File: src/sv/gauge_level_smoother_with_interlock_defines.svh
// Assertion macros shared by the gauge level smoother RTL.
// Included by files that carry concurrent checks; no other dependencies.
`ifndef GAUGE_LEVEL_SMOOTHER_WITH_INTERLOCK_DEFINES_SVH
`define GAUGE_LEVEL_SMOOTHER_WITH_INTERLOCK_DEFINES_SVH
`ifndef SYNTHESIS
`define GLS_ASSERT_SAME(lbl, ck, rn, ante, cons, msg) \
  lbl: assert property (@(posedge ck) disable iff (!rn) (ante) |-> (cons)) else $error(msg);
`define GLS_ASSERT_NEXT(lbl, ck, rn, ante, cons, msg) \
  lbl: assert property (@(posedge ck) disable iff (!rn) (ante) |=> (cons)) else $error(msg);
`else
`define GLS_ASSERT_SAME(lbl, ck, rn, ante, cons, msg)
`define GLS_ASSERT_NEXT(lbl, ck, rn, ante, cons, msg)
`endif
`endif

File: src/sv/gls_sdiv.sv
// Bit-serial restoring divider by a constant: one quotient bit per cycle.
// Standalone; used for the group averages and the duty mapping.
module gls_sdiv #(
  parameter int NW      = 16,
  parameter int DIVISOR = 10
) (
  input  logic          clk,
  input  logic          rst_n,
  input  logic          start,
  input  logic [NW-1:0] dividend,
  output logic [NW-1:0] quotient,
  output logic          done
);

  localparam int DW = $clog2(DIVISOR + 1);
  localparam int CW = $clog2(NW + 1);
  localparam logic [DW:0] DIV_V = (DW + 1)'(DIVISOR);
  localparam logic [CW-1:0] STEPS = CW'(NW);
  localparam logic [CW-1:0] ONE_C = CW'(1);

  logic [NW-1:0] q_r, q_nxt;
  logic [DW-1:0] rem_r, rem_nxt;
  logic [CW-1:0] cnt_r;
  logic          busy_r;
  logic          done_r;
  logic [DW:0]   trial;
  logic [DW:0]   diff;
  logic          ge;

  // shift the next dividend bit into the partial remainder, subtract if it fits
  always_comb begin
    trial   = {rem_r, q_r[NW-1]};
    diff    = trial - DIV_V;
    ge      = (trial >= DIV_V);
    rem_nxt = ge ? diff[DW-1:0] : trial[DW-1:0];
    q_nxt   = {q_r[NW-2:0], ge};
  end

  always_ff @(posedge clk) begin
    if (!rst_n) begin
      busy_r <= 1'b0;
      cnt_r  <= '0;
      done_r <= 1'b0;
    end else begin
      done_r <= 1'b0;
      if (start) begin
        busy_r <= 1'b1;
        cnt_r  <= STEPS;
      end else if (busy_r) begin
        cnt_r <= cnt_r - ONE_C;
        if (cnt_r == ONE_C) begin
          busy_r <= 1'b0;
          done_r <= 1'b1;
        end
      end
    end
  end

  always_ff @(posedge clk) begin
    if (start) begin
      q_r   <= dividend;
      rem_r <= '0;
    end else if (busy_r) begin
      q_r   <= q_nxt;
      rem_r <= rem_nxt;
    end
  end

  assign quotient = q_r;
  assign done     = done_r;

endmodule

File: config.mk
export PLATFORM = sky130hd
export DESIGN_NAME = gls_sdiv
export DESIGN_NICKNAME = d
export VERILOG_FILES = /design/src/sv/gauge_level_smoother_with_interlock_defines.svh /design/src/sv/gls_sdiv.sv
export SDC_FILE = /design/constraint.sdc
export NUM_CORES = 1
export LEC_CHECK = 0
export CORE_UTILIZATION = 55
export CTS_CLUSTER_SIZE = 28
export DETAILED_ROUTE_END_ITERATION = 7
export DONT_BUFFER_PORTS = 1
export PLACE_DENSITY = 0.7
export SLEW_MARGIN = 40
export SYNTH_ARGS = -nofsm -noshare
export SYNTH_HDL_FRONTEND = slang
export SYNTH_SLANG_ARGS = --single-unit
File: constraint.sdc
create_clock -name clk -period 1.5 [get_ports clk]
set_clock_uncertainty 0.15 [all_clocks]
set_input_delay 0.075 -clock clk [delete_from_list [all_inputs] [get_ports clk]]
set_output_delay 0.075 -clock clk [all_outputs]
set_load 0.01 [all_outputs]
Yosys cells after proc, flatten, opt, wreduce, memory -nomap -nowiden
Index checks and enable logic that the tools add are counted.
{"block": "totals", "reg_bits": 27, "out_inout_bits": 17, "wordCells": 24}
{"block": "op_classes", "addsub": 2, "order_cmp": 1, "eq_ne": 1, "muxes": 9, "bitwise_logic": 2, "n_reduce_logical": 3}
{"operator": "16-bit 2-to-1 mux", "count": 2}
{"operator": "5-bit 2-to-1 mux", "count": 2}
{"operator": "5-bit by 1-bit equality test with 1-bit output (second input constant)", "count": 1}
{"operator": "5-bit by 4-bit greater-or-equal comparator with 1-bit output (second input constant)", "count": 1}
{"operator": "5-bit by 1-bit subtractor with 5-bit output (second input constant)", "count": 1}
{"operator": "1-bit 2-to-1 mux", "count": 4}
{"operator": "4-bit 2-to-1 mux", "count": 1}
{"operator": "4-bit subtractor (second input constant)", "count": 1}
{"operator": "3-bit OR reduction", "count": 1}
{"operator": "1-bit inverter", "count": 2}
{"operator": "2-bit nonzero test", "count": 1}
{"operator": "2-bit OR reduction", "count": 1}

Depth between registers and ports, before layout
{"block": "depth", "depth_word": 4, "depth_mapped": 5, "mapped_depth_nobuf": 5}

Worst setup path before layout
OpenSTA, ideal clock, no wires.
{"block": "synth_timing", "kind": "reg2reg", "startpoint": "reg rem_r[0]", "endpoint": "reg q_r[0] (netlist: quotient[0]), data pin", "setup_ns": 0.269, "t_arrival_ns": 0.996, "required_time_ns": 1.081, "path_slack_ns": 0.085, "path_stages_with_launch": 6, "n_path_buf": 0, "path_cell_list": "dfxtp_1 > inv_1 > ha_1 > nor2b_1 > a311oi_1 > mux2i_1"}
{"block": "synth_between", "elab_chain_cells": 3}
{"element": "start: declaration", "line_no": "gls_sdiv.sv:22", "rtl": "logic [DW-1:0] rem_r, rem_nxt;"}
{"element": "start signal: assignment", "line_no": "gls_sdiv.sv:65", "rtl": "rem_r <= rem_nxt;"}
{"element": "5-bit by 4-bit greater-or-equal comparator with 1-bit output", "line_no": "gls_sdiv.sv:34", "rtl": "ge = (trial >= DIV_V);"}
{"element": "16-bit 2-to-1 mux", "line_no": "gls_sdiv.sv:63", "rtl": "end else if (busy_r) begin"}
{"element": "16-bit 2-to-1 mux", "line_no": "gls_sdiv.sv:60", "rtl": "if (start) begin"}
{"element": "end signal: assignment", "line_no": "gls_sdiv.sv:61", "rtl": "q_r <= dividend;"}
{"element": "end signal: assignment", "line_no": "gls_sdiv.sv:64", "rtl": "q_r <= q_nxt;"}
{"element": "end: declaration", "line_no": "gls_sdiv.sv:21", "rtl": "logic [NW-1:0] q_r, q_nxt;"}
Every way passes these cells. The select of a mux whose other input is x is not followed.
A chain may end at the register's enable or synchronous reset.

Worst setup path in the final report
{"block": "layout_timing", "startpoint": "in rst_n", "endpoint": "reg cnt_r[1]"}
{"block": "layout_between", "elab_chain_cells": 2}
{"element": "start: declaration", "line_no": "gls_sdiv.sv:8", "rtl": "input logic rst_n,"}
{"element": "1-bit inverter (no line)"}
{"element": "2-bit OR reduction (no line)"}
{"element": "end signal: assignment", "line_no": "gls_sdiv.sv:50", "rtl": "cnt_r <= cnt_r - ONE_C;"}
{"element": "end: declaration", "line_no": "gls_sdiv.sv:23", "rtl": "logic [CW-1:0] cnt_r;"}
Every way passes these cells.

==> impl_results.md <==
- Distinct cell type count after synthesis: 31
- Detailed-route wire length: 2080 um
- Sort of element at the start of the critical path: input port
- CTS sink cnt: 27
- Worst path arrival time: 1.58 ns
- Final Slew Violations: 0
- HPWL after detailed placement: 1390 um
- Net count, final: 136
- Leading register cell type out of synthesis: edfxtp_1
- Global-route wire length before repair: 3420 um
- Depth of the worst register-to-register path: 5
- Area occupied by multi-input gates: 483 um2
- Most frequent standard cell in the layout excluding fill and tap cells: dlygate4sd3_1
- Number of top-level pins: 36
- IO Port Bufs: 0
- Register area: 704 um2
- Count of routing violations after the opening detailed-route iteration: 8
- Failing checks: hold timing
- HP Class: input port to register
- Number of antenna violations at the first check in global routing: 0
- Number of max-cap violations: 0
- Number of buffers inserted by hold repair at cts: 17
- Floorplan die width: 49 um
- Share of flip-flops with an asynchronous set or reset after synthesis: 0%
- Fraction of the yosys area taken by sequential cells: 57.7%
- Antenna Nets Post-Route: 0
- Relative slew slack: 76.0%
- Worst EP required: 1.60 ns
- Largest driver fanout on the critical path: 5
- FP Rows: 16
- Count of synthesis-stage warnings from yosys: 0
- Highest attainable clock frequency: 0.674 GHz
- Slew @ Worst Pin: 0.360 ns
- Via total after detailed routing: 797
- Initial cell density of the core: 60.1%
- Setup repair after global routing missed its margin: no
- Root buffer cell: clkbuf_4
- EDFF count, synth: 16
- Clk_lat worst skew: 0.33 ns
- GRT Resource Usage Total: 19.0%
- Die Y-Extent: 49 um
- WHS: -0.357 ns
- Final count of negative-setup-slack endpoints: 0
- Capturing element type of the critical path: register
- Instance count after placement with tap cells included: 119
- Share of the core filled with cells: 72.5%
- Post-route non-filler standard cell count: 140
- Leading cell types in the layout, fill and taps excluded: dlygate4sd3_1, edfxtp_1, mux2_2
- Worst hold path cell count: 1
- Flop-to-flop setup slack: 0.04 ns
- Final estimated routing congestion in global placement: 0.766
- Filler cells: 145
- Routed length per placed instance: 14.8 um
- Period utilisation layout: 98.8%
- Area inside the core boundary: 2020 um2
- Via count of the first global-routing pass: 791
- Via density per instance: 5.69
- Post-route cell area: 1470 um2
- Post-Synthesis Net Count: 116
- Clock buffers created by TritonCTS: 3
- TritonCTS clock tree: built
- Register bit total from synthesis: 27
- Buffers from clock root to sink, at most: 2
- Power per standard cell area: 983 nW/um2
- Cell count after synthesis: 94
- Grt ovf: 0
- Hold Fails Final Rpt: 22
- Result of the run: finished with violations
- Share of final-layout standard cells stronger than drive strength 1: 31.0%
- DR DRC count: 0
- Pin count of the biggest net entering global routing: 26
- Synth-to-layout area growth: 20.7%
- VDD IR max: 762 uV
- Post-detailed-placement cell area: 1240 um2
- Leakage dissipation: 0.000517 uW
- Cell area after technology mapping: 1210 um2
- Inserted Diodes: 0
- Clock slew at the register clock pins of the worst setup and hold paths: 0.15 ns
- Die ar.: 2400 um2
- Post-route minimum period: 1.48 ns
- Mean area per synthesized cell: 12.9 um2
- Category of the critical setup timing path: input port to register
- Total iterations of the first detailed-routing run: 4
- Maximum level of the CTS H-tree: 1
- Total power: 1440 uW
[flip-flops by register name, indices dropped and copies added (netlist names)]
signal / flops
quotient: 16
cnt_r: 5
rem_r: 4
busy_r: 1
done: 1
[path summary, 6_finish.rpt]
kind              startpoint        to
hold / removal         start  rem_r[3]
hold reg to reg     cnt_r[1]  cnt_r[1]
setup reg to reg    rem_r[1]  rem_r[1]
setup / recovery       rst_n  cnt_r[1]
[through the flow]
stage / worst slack, ns / setup TNS, ns
finish: 0.0173 / 0
global route: 0.000301 / 0
CTS: 0.00683 / 0
detailed placement: -0.0344 / -0.0344
global placement: 0.0329 / 0
floorplan: 0.0846 / 0
[layout make-up]
type / instances / area share, %
sequential: 27 / 48.0
multi-input combinational: 56 / 32.9
timing repair buffer: 20 / 13.1
tap: 27 / 2.30
clock buffer: 3 / 1.54
inverter: 6 / 1.54
clock inverter: 1 / 0.512
[repair_timing]
| action | in CTS | in global routing |
|---|---|---|
| hold endpoints to repair | 27 | 22 |
| resized for setup | 5 | 5 |
| endpoints found under the setup margin | 2 | 4 |
| setup buffers | 0 | 0 |
| pin swaps | 1 | 0 |
[layer usage]
metal  wire length [um]  up-vias  track usage, %
met1                851      384            20.1
met3                133        3            7.79
met2               1080       31            34.5
met4                  8        0            5.39
li1                   -      379               -
met5                  0        -               0
[Yosys cell counts, types with 2 or more instances]
master / n / area share, %
a311oi_1: 2 / 1.4
nand2_1: 2 / 0.62
inv_1: 6 / 1.9
mux2i_1: 2 / 1.6
nand2b_1: 2 / 1.0
ha_1: 3 / 3.1
mux2_2: 15 / 14
dfxtp_1: 11 / 18
o21ai_0: 3 / 1.2
nor2b_1: 2 / 1.0
nor2_1: 7 / 2.2
buf_4: 2 / 1.2
edfxtp_1: 16 / 40
buf_2: 3 / 1.2
xnor2_1: 2 / 1.4
[where the power goes]
part / switching, uW / total (uW) / internal (uW)
sequential: 68.7 / 932 / 863
combinational: 73.5 / 190 / 117
clock: 217 / 319 / 102
[critical path, cell delays in order]
cell	delay [ns]
dlygate4sd3_1	0.57
nand2b_1	0.06
dlygate4sd3_1	0.62
a211oi_1	0.25
[cell families after synthesis]
| family | synth area share [%] |
|---|---|
| flops | 57.7 |
| simple gates | 9.06 |
| mux | 15.6 |
| compound gates | 8.14 |
| buf+inv | 4.32 |
| xor+xnor | 2.16 |
| fa+ha+maj | 3.09 |
(Power assumes the default switching activity.)
