--- src/sv/gauge_level_smoother_with_interlock_defines.svh ---
// Assertion macros shared by the gauge level smoother RTL.
// Included by files that carry concurrent checks; no other dependencies.
`ifndef GAUGE_LEVEL_SMOOTHER_WITH_INTERLOCK_DEFINES_SVH
`define GAUGE_LEVEL_SMOOTHER_WITH_INTERLOCK_DEFINES_SVH
`ifndef SYNTHESIS
`define GLS_ASSERT_SAME(lbl, ck, rn, ante, cons, msg) \
  lbl: assert property (@(posedge ck) disable iff (!rn) (ante) |-> (cons)) else $error(msg);
`define GLS_ASSERT_NEXT(lbl, ck, rn, ante, cons, msg) \
  lbl: assert property (@(posedge ck) disable iff (!rn) (ante) |=> (cons)) else $error(msg);
`else
`define GLS_ASSERT_SAME(lbl, ck, rn, ante, cons, msg)
`define GLS_ASSERT_NEXT(lbl, ck, rn, ante, cons, msg)
`endif
`endif

--- src/sv/gls_smul.sv ---
// Shift-add multiplier, one multiplier bit per cycle, LSB first.
// Standalone; used for the decay term of the duty filter.
module gls_smul #(
  parameter int AW = 24,
  parameter int BW = 17
) (
  input  logic             clk,
  input  logic             rst_n,
  input  logic             start,
  input  logic [AW-1:0]    a,
  input  logic [BW-1:0]    b,
  output logic [AW+BW-1:0] product,
  output logic             done
);

  localparam int CW = $clog2(BW + 1);
  localparam logic [CW-1:0] STEPS = CW'(BW);
  localparam logic [CW-1:0] ONE_C = CW'(1);

  logic [AW-1:0] a_r;
  logic [AW-1:0] hi_r;
  logic [BW-1:0] lo_r;
  logic [AW:0]   sum;
  logic [CW-1:0] cnt_r;
  logic          busy_r;
  logic          done_r;

  // add the multiplicand under the current bit, then shift the pair right
  always_comb begin
    sum = {1'b0, hi_r} + (lo_r[0] ? {1'b0, a_r} : '0);
  end

  always_ff @(posedge clk) begin
    if (!rst_n) begin
      busy_r <= 1'b0;
      cnt_r  <= '0;
      done_r <= 1'b0;
    end else begin
      done_r <= 1'b0;
      if (start) begin
        busy_r <= 1'b1;
        cnt_r  <= STEPS;
      end else if (busy_r) begin
        cnt_r <= cnt_r - ONE_C;
        if (cnt_r == ONE_C) begin
          busy_r <= 1'b0;
          done_r <= 1'b1;
        end
      end
    end
  end

  always_ff @(posedge clk) begin
    if (start) begin
      a_r  <= a;
      hi_r <= '0;
      lo_r <= b;
    end else if (busy_r) begin
      hi_r <= sum[AW:1];
      lo_r <= {sum[0], lo_r[BW-1:1]};
    end
  end

  assign product = {hi_r, lo_r};
  assign done    = done_r;

endmodule

--- config.mk ---
export PLATFORM = sky130hd
export DESIGN_NAME = gls_smul
export DESIGN_NICKNAME = d
export VERILOG_FILES = /design/src/sv/gauge_level_smoother_with_interlock_defines.svh /design/src/sv/gls_smul.sv
export SDC_FILE = /design/constraint.sdc
export NUM_CORES = 1
export LEC_CHECK = 0
export BUFFER_PORTS_ARGS = -buffer_cell sky130_fd_sc_hd__buf_2
export CAP_MARGIN = 40
export CELL_PAD_IN_SITES_DETAIL_PLACEMENT = 1
export CELL_PAD_IN_SITES_GLOBAL_PLACEMENT = 1
export CORE_UTILIZATION = 46
export CTS_BUF_LIST = sky130_fd_sc_hd__clkbuf_8 sky130_fd_sc_hd__clkbuf_16
export CTS_CLUSTER_SIZE = 28
export DETAILED_ROUTE_END_ITERATION = 6
export PLACE_DENSITY_LB_ADDON = 0.12
export SLEW_MARGIN = 25
export SYNTH_ARGS = -nofsm -noshare
export SYNTH_HDL_FRONTEND = slang
export SYNTH_SLANG_ARGS = --single-unit
--- constraint.sdc ---
create_clock -name clk -period 8.6 [get_ports clk]
set_clock_uncertainty 0.15 [all_clocks]
set_input_delay 1.72 -clock clk [delete_from_list [all_inputs] [get_ports clk]]
set_output_delay 1.72 -clock clk [all_outputs]
set_load 0.05 [all_outputs]
* After elaboration in Yosys (flattened, before gate mapping)
Index checks and enable logic that the tools add are counted.
Word-level totals: input port bits 44, output and inout port bits 42, bits in registers 72, logic and storage cells 24
Cells by class: $add $sub $neg 2, eq/ne operators 1, multiplexer cells 9, reductions and logical operators 3, bitwise logic cells 2
Operators by type and width (number):
- 17-bit 2-to-1 mux | 2
- 24-bit by 24-bit adder with 25-bit output | 1
- 24-bit 2-to-1 mux | 1
- 5-bit 2-to-1 mux | 2
- 5-bit by 1-bit == test with 1-bit output, second input constant | 1
- 5-bit by 1-bit subtractor with 5-bit output, second input constant | 1
- 1-bit 2-to-1 mux | 4
- 3-bit OR reduction | 1
- 1-bit NOT | 2
- 2-bit nonzero test | 1
- 2-bit OR reduction | 1

* Logic depth before layout (Yosys ltp)
Gate-level depths: netlist of run 1.
depth in word-level cells 4, gate-level depth with buffers 10, depth with buffers taken out 9

* Worst setup path after synthesis of run 1
Ideal clock, no wire load.
kind register to register, start register lo_r[0], end register hi_r[15], period minus slack after synthesis 3.221 ns, setup time 0.117 ns, path buffers 1, arrival time 2.954 ns, data required time 8.333 ns, stages on the path, launching flop included 11, setup slack 5.379 ns, cell sequence edfxtp_1 > clkbuf_1 > and2_1 > ha_1 > fa_1 > a21o_2 > a311oi_1 > or4_1 > a211oi_2 > or3_1 > a32o_1
On the way: longest elaborated chain between the ends 2
RTL lines:
- start, declared | line gls_smul.sv:22 | logic [BW-1:0] lo_r;
- start signal, assigned | line gls_smul.sv:60 | lo_r <= {sum[0], lo_r[BW-1:1]};
- 24-bit 2-to-1 mux | line gls_smul.sv:30 | sum = {1'b0, hi_r} + (lo_r[0] ? {1'b0, a_r} : '0);
- 24-bit by 24-bit adder with 25-bit output | line gls_smul.sv:30
- end signal, assigned | line gls_smul.sv:59 | hi_r <= sum[AW:1];
- end, declared | line gls_smul.sv:21 | logic [AW-1:0] hi_r;
Every way passes these cells. A chain may end at the register's enable or synchronous reset.

* Worst setup path in the final report of run 1
Ends and elaborated chain as after synthesis.

==> impl_metrics.csv, run 1 <==
group,metric,value,unit
status,status,"finished clean",
logic_synthesis,synth_area_leaders,"edfxtp_1, dfxtp_1, ha_1",
logic_synthesis,synth_edf_count,41,
setup_path,ff2ff_path_depth,9,
logic_synthesis,synth-async-reset-ratio,0,
pwr,sw_frac_of_total,0.340,
global_route,first_global_vias,3280,
drt,drc_errors,0,
timing,rsz0062_at_grt,"false",
drt,drt_iter0_drc,79,
place,port_buffers,85,
setup_path,crit_arrival,3.64,ns
cts,cts_sinks,72,
logic_synthesis,synth_nets,451,
setup_path,r2r_start,"lo_r[0]",
finish,antenna-diode-count,0,
timing,tightest_slew,0.742,ns
global_route,grt_max_degree,59,
logic_synthesis,syn_inst,380,
finish,n_fill_cell,937,
cts,clk_pin_slew,0.09,ns
drt,vias,3290,
setup_path,worstReg2RegEnd,"hi_r[15]",
logic_synthesis,yosys.area.top_type,"edfxtp_1",
place,placed_area,4520,µm²
worst_hold_path,whs_endpoint,"hi_r[11]",
timing,slew_viol_final,0,
place,numPlacedInstances,558,
flow_run,maxCapViolCount,0,
global_route,grt_pass1_wl,16.0,mm
logic_synthesis,postSynthAreaPerCell,10.6,µm²
floorplan,ios,86,
setup_path,critPathMaxFanout,25,
worst_hold_path,worstHoldStart,"hi_r[11]",
drt,vias_per_cell,5.73,
finish,final_net_count,535,
floorplan,die_x,95.4,µm
timing,period_needed,3.54,ns
setup_path,cp.required,8.70,ns
timing,period_share,0.412,
cts,post_cts_buffers,0,
setup_path,critPathKind,"reg2reg",
timing,tns,0,ns
logic_synthesis,synth-seq-area-share,0.461,
finish,finalNonFillerCells,574,
logic_synthesis,synth_top_area_share,0.307,
drt,wirelength,9.91,mm
floorplan,die_y,95.4,µm
pwr,p_per_area,196,nW/µm²
finish,design_area,4720,µm²
global_route,gr-total-overflow,0,
logic_synthesis,ys_types,60,
worst_hold_path,hold_depth,2,
setup_path,worstSetupStartpointType,"flop",
setup_path,rrSetupSlack,5.06,ns
worst_hold_path,min_path_type,"reg2reg",
global_route,antenna_found_initial,0,
pwr,p_leak,2.03,nW
pwr,power.switching,0.314,mW
floorplan,fp.dieArea,9100,µm²
cts,clkLatencyLatePin,0.36,ns
cts,ctsHoldBuffers,0,
floorplan,core_area,8340,µm²
floorplan,floorplan.initialDensity,0.481,
timing,finalSetupViolCount,0,
logic_synthesis,synth.yosys.warnings,0,
timing,hold_viol_final,0,
finish,drive_above_1_share,0.279,
drt,avgRoutedWirePerCell,17.3,µm
pwr,pwr-share-seq,0.449,
pwr,p_comb_frac,0.248,
timing,max_clock_freq,0.282,GHz
pwr,cellInternalPower,0.610,mW
cts,cts_made_buffers,9,
setup_path,endpoint_kind,"flop",
logic_synthesis,synth_area,4010,µm²
place,gp_congestion,0.800,
pwr,power_frac_clock,0.303,
cts,htreeDepth,3,
pwr,power,0.924,mW
cts,clock_path_buffers,2,
pwr,peakVddDrop,0.101,mV
finish,area_delta_synth_final,17.6,%
place,hpwl,7.28,mm
logic_synthesis,ys.flop_type,"edfxtp_1",
cts,cts_resized,0,
cts,root_buffer,"clkbuf_8",
logic_synthesis,ys_ff_latch,72,
drt,firstDrtPassIters,4,
floorplan,rows,33,
drt,ant_nets,0,
timing,max_slew_margin,0.506,
global_route,grt_usage,0.230,
cts,cts_tree,"done",
## power by group through the flow
| stage | Clock, mW | Sequential [mW] | Combinational, mW |
|---|---|---|---|
| 2_1_floorplan | 0 | 0.479 | 0.112 |
| 6_report | 0.280 | 0.415 | 0.229 |
| 5_1_grt | 0.299 | 0.419 | 0.248 |
| 4_1_cts | 0.286 | 0.415 | 0.230 |
| 3_3_place_gp | 0 | 0.422 | 0.223 |
| 3_5_place_dp | 0 | 0.423 | 0.229 |
## critical path, stage by stage, from the launching register on
cell and delay [ns]:
edfxtp_1 0.72, and2_1 0.28, ha_1 0.21, fa_1 0.41, a21o_2 0.25, a311oi_1 0.48
or4_1 0.22, a211oi_2 0.10, or3_1 0.35, a32o_1 0.25
## logic make-up (layout without fill, tap and decap cells)
group / count (synthesis) / in the layout / share of synthesized area
compound gates: 102 / 102 / 0.175
xor+xnor: 16 / 16 / 0.0349
fa+ha+maj: 27 / 27 / 0.0860
buf+inv: 23 / 112 / 0.0268
flops: 72 / 72 / 0.461
mux: 24 / 24 / 0.0651
simple gates: 116 / 116 / 0.151
## state kept, by name, summed over array words and instances, names as in the netlist
register	cells
lo_r	17
cnt_r	5
busy_r	1
hi_r	24
a_r	24
done	1
## synth_stat cells, types with 3 or more instances
| cell | count |
|---|---|
| xor2_1 | 4 |
| or3_1 | 4 |
| nand2_1 | 29 |
| buf_4 | 3 |
| a211o_1 | 3 |
| edfxtp_1 | 41 |
| mux2i_1 | 7 |
| a21oi_1 | 28 |
| inv_1 | 7 |
| clkbuf_1 | 9 |
| a21o_1 | 10 |
| or4_1 | 3 |
| ha_1 | 26 |
| a21boi_0 | 3 |
| nand4_1 | 6 |
| o211ai_1 | 5 |
| nor2_1 | 20 |
| o21ai_0 | 16 |
| xnor2_1 | 12 |
| mux2_2 | 17 |
| and3_1 | 4 |
| a211oi_1 | 6 |
| o31a_1 | 3 |
| nand3_1 | 7 |
| dfxtp_1 | 31 |
| o21a_1 | 5 |
| nor3_1 | 5 |
| and2_1 | 26 |
## placed cells by master, fill, tap and decap left out, drive strengths merged, types with 9 or more instances in the layout
master and instances:
buf 88, o21ai 17, a21oi 28, clkbuf 9
nand2 29, and2 27, inv 9, a21o 11
edfxtp 41, ha 26, dfxtp 31, mux2 17
nor2 21, xnor2 12
## metal layers
metal	routed length [µm]	up-vias	track usage
li1	-	1592	-
met1	4480	1612	0.295
met2	4950	73	0.392
met3	341	13	0.0327
met4	140	0	0.0896
met5	0	-	0
## worst max path at each step
| stage | slack [ns] | cells after the start | end | start |
|---|---|---|---|---|
| finish | 5.06 | 9 | hi_r[15] | lo_r[0] |
| global route | 4.88 | 9 | hi_r[15] | lo_r[0] |
| CTS | 5.07 | 9 | hi_r[15] | lo_r[0] |
| detailed placement | 4.80 | 6 | hi_r[8] | start |
| global placement | 4.91 | 6 | hi_r[8] | start |
| floorplan | 5.38 | 10 | hi_r[15] | lo_r[0] |
## stage by stage
stage	worst slack, ns	util	hold slack [ns]
6_report	5.06	0.566	0.340
5_1_grt	4.88	0.566	0.382
4_1_cts	5.07	0.566	0.350
3_5_place_dp	4.80	0.541	0.339
3_3_place_gp	4.91	0.541	0.326
2_1_floorplan	5.38	-	0.318
## layout make-up
class	count	area, µm²	share of cell area
flip-flops and latches	72	1850	0.392
inverters	8	30.0	0.00636
clock inverters	7	80.1	0.0170
repair buffers	88	448	0.0949
multi-input cells	285	2050	0.435
well taps	105	131	0.0278
clock buffers	9	124	0.0262
(Power assumes the default switching activity.)
==> run 2: changes to the inputs <==
--- a/config.mk
+++ b/config.mk
@@ -9,7 +9,7 @@
 export CAP_MARGIN = 40
 export CELL_PAD_IN_SITES_DETAIL_PLACEMENT = 1
 export CELL_PAD_IN_SITES_GLOBAL_PLACEMENT = 1
-export CORE_UTILIZATION = 46
+export CORE_UTILIZATION = 38
 export CTS_BUF_LIST = sky130_fd_sc_hd__clkbuf_8 sky130_fd_sc_hd__clkbuf_16
 export CTS_CLUSTER_SIZE = 28
 export DETAILED_ROUTE_END_ITERATION = 6
==> constraint.sdc (replaced) <==
create_clock -name clk -period 2.9 [get_ports clk]
set_clock_uncertainty 0.15 [all_clocks]
set_input_delay 0.58 -clock clk [delete_from_list [all_inputs] [get_ports clk]]
set_output_delay 0.58 -clock clk [all_outputs]
set_load 0.05 [all_outputs]
==> run 2 against run 1 <==
Effect of this change: hold slack worse by 0.12 ns; final cell count is 7.5% higher; flip-flop and latch count stayed put; clock-buffer cell count stayed put; clock power grew to 3.3 times the previous value; sequential power grew to 3.0 times the previous value; routed wire length is 10% higher; register-to-register slack worse by 5.0 ns; sequential share of layout area is 1.7 points lower; largest power group unchanged.
==> impl_metrics.csv, run 2 (synthesized netlist as in run 1, its figures left out) <==
group,metric,value,unit
status,status,"finished clean",
drt,ant_nets,0,
drt,firstDrtPassIters,4,
finish,finish.utilization,0.480,
finish,largestRegisters,"a_r x24, hi_r x24, lo_r x17",
floorplan,die_x,105,µm
setup_path,worstSetupStartpointType,"flop",
finish,seqCellArea,1850,µm²
finish,layout_common_cells,"buf_2, edfxtp_1, dfxtp_1",
worst_hold_path,whs_endpoint,"a_r[0]",
drt,vias_per_cell,5.43,
global_route,first_global_vias,3457,
timing,whs,0.221,ns
timing,period_share,0.986,
floorplan,die_y,105,µm
setup_path,critPathMaxFanout,14,
floorplan,rows,37,
place,placed_area,4650,µm²
pwr,power,2.89,mW
worst_hold_path,hold_depth,1,
setup_path,r2r_start,"lo_r[0]",
worst_hold_path,min_path_type,"in2reg",
global_route,grt_usage,0.213,
drt,route.met2.wl,5.38,mm
drt,vias,3350,
finish,antenna-diode-count,0,
timing,tightest_slew,0.709,ns
setup_path,worstReg2RegEnd,"hi_r[21]",
finish,final_common_cell,"buf_2",
drt,highest_layer,"met5",
cts,clk_pin_slew,0.09,ns
floorplan,floorplan.initialDensity,0.391,
finish,drive_above_1_share,0.318,
timing,setup_slack,0.0408,ns
finish,finalNonFillerCells,617,
timing,max_clock_freq,0.350,GHz
pwr,p_leak,2.10,nW
floorplan,fp.dieArea,11000,µm²
drt,wirelength,10.9,mm
floorplan,ios,86,
timing,finalSetupViolCount,0,
timing,period_needed,2.86,ns
flow_run,maxCapViolCount,0,
setup_path,rrSetupSlack,0.04,ns
timing,max_slew_margin,0.527,
setup_path,endpoint_kind,"flop",
setup_path,crit_arrival,2.99,ns
place,hpwl,8.12,mm
finish,design_area,4940,µm²
drt,avgRoutedWirePerCell,17.7,µm
cts,cts_sinks,72,
floorplan,core_area,10300,µm²
global_route,grt_max_degree,44,
cts,cts_made_buffers,9,
timing,tns,0,ns
cts,htreeDepth,3,
setup_path,ff2ff_path_depth,9,
setup_path,cp.required,3.03,ns
place,numPlacedInstances,600,
timing,rsz0062_at_grt,"true",
drt,wl_met3,295,µm
global_route,antenna_found_initial,1,
cts,clock_path_buffers,2,
cts,clkLatencyLatePin,0.38,ns
global_route,grt_pass1_wl,17.9,mm
pwr,p_per_area,586,nW/µm²
global_route,gr-total-overflow,0,
worst_hold_path,worstHoldStart,"a[0]",
timing,slew_viol_final,0,
finish,final_net_count,547,
cts,root_buffer,"clkbuf_8",
place,port_buffers,85,
cts,cts_tree,"done",
timing,hold_viol_final,0,
pwr,peakVddDrop,0.316,mV
drt,drt_iter0_drc,106,
finish,area_delta_synth_final,23.0,%
finish,n_fill_cell,1181,
place,pre_cts_slack,-0.0361,ns
drt,drc_errors,0,
drt,met1Wirelength,4.95,mm
finish,multiInputGateArea,2120,µm²
setup_path,critPathKind,"reg2reg",
place,gp_congestion,0.803,
[run 2: cell types whose count changed in the layout (fill, tap and decap cells not counted), sizes merged]
| cell | change |
|---|---|
| bufinv | +1 |
| buf | +12 |
| clkinv | -1 |
[run 2: worst max path at each step]
stage | from | to | slack (ns) | depth (start not counted)
5_1_grt | lo_r[0] | hi_r[15] | -0.09 | 9
3_3_place_gp | lo_r[0] | hi_r[15] | 0.09 | 9
6_report | lo_r[0] | hi_r[21] | 0.04 | 9
4_1_cts | lo_r[0] | hi_r[15] | 0.04 | 9
3_5_place_dp | lo_r[0] | hi_r[15] | -0.04 | 9
2_1_floorplan | lo_r[0] | hi_r[15] | -0.16 | 10
[run 2: area by class of cell]
cell class                 count  area share
clock buffer                   9      0.0251
clock inverter                 7      0.0208
inverter                       8     0.00608
multi-input combinational    285       0.429
sequential                    72       0.375
tap                          136      0.0345
timing repair buffer         100       0.109
[run 2: per-layer routing]
| metal | up-vias | track usage |
|---|---|---|
| li1 | 1618 | - |
| met1 | 1644 | 0.265 |
| met2 | 65 | 0.357 |
| met3 | 21 | 0.0374 |
| met4 | 2 | 0.102 |
| met5 | - | 0 |
[run 2: report_power, final]
group | internal (mW) | total, mW | switching (mW)
sequential | 1.17 | 1.23 | 0.0532
combinational | 0.254 | 0.730 | 0.476
clock | 0.493 | 0.936 | 0.443
[run 2: critical path, stage by stage, from the launching register on]
cell	delay [ns]
edfxtp_1	0.41
buf_4	0.21
and2_1	0.19
fa_2	0.38
a21o_2	0.25
a311oi_2	0.30
or4_1	0.20
a21oi_1	0.08
or3_1	0.35
a32o_1	0.24
[run 2: what timing repair did]
action | 4_1_cts | 5_1_grt
setup endpoints to repair | 2 | 6
buffers inserted | 1 | 0
pin swaps | 1 | 2
hold buffers | 0 | 0
gates resized for setup | 5 | 6
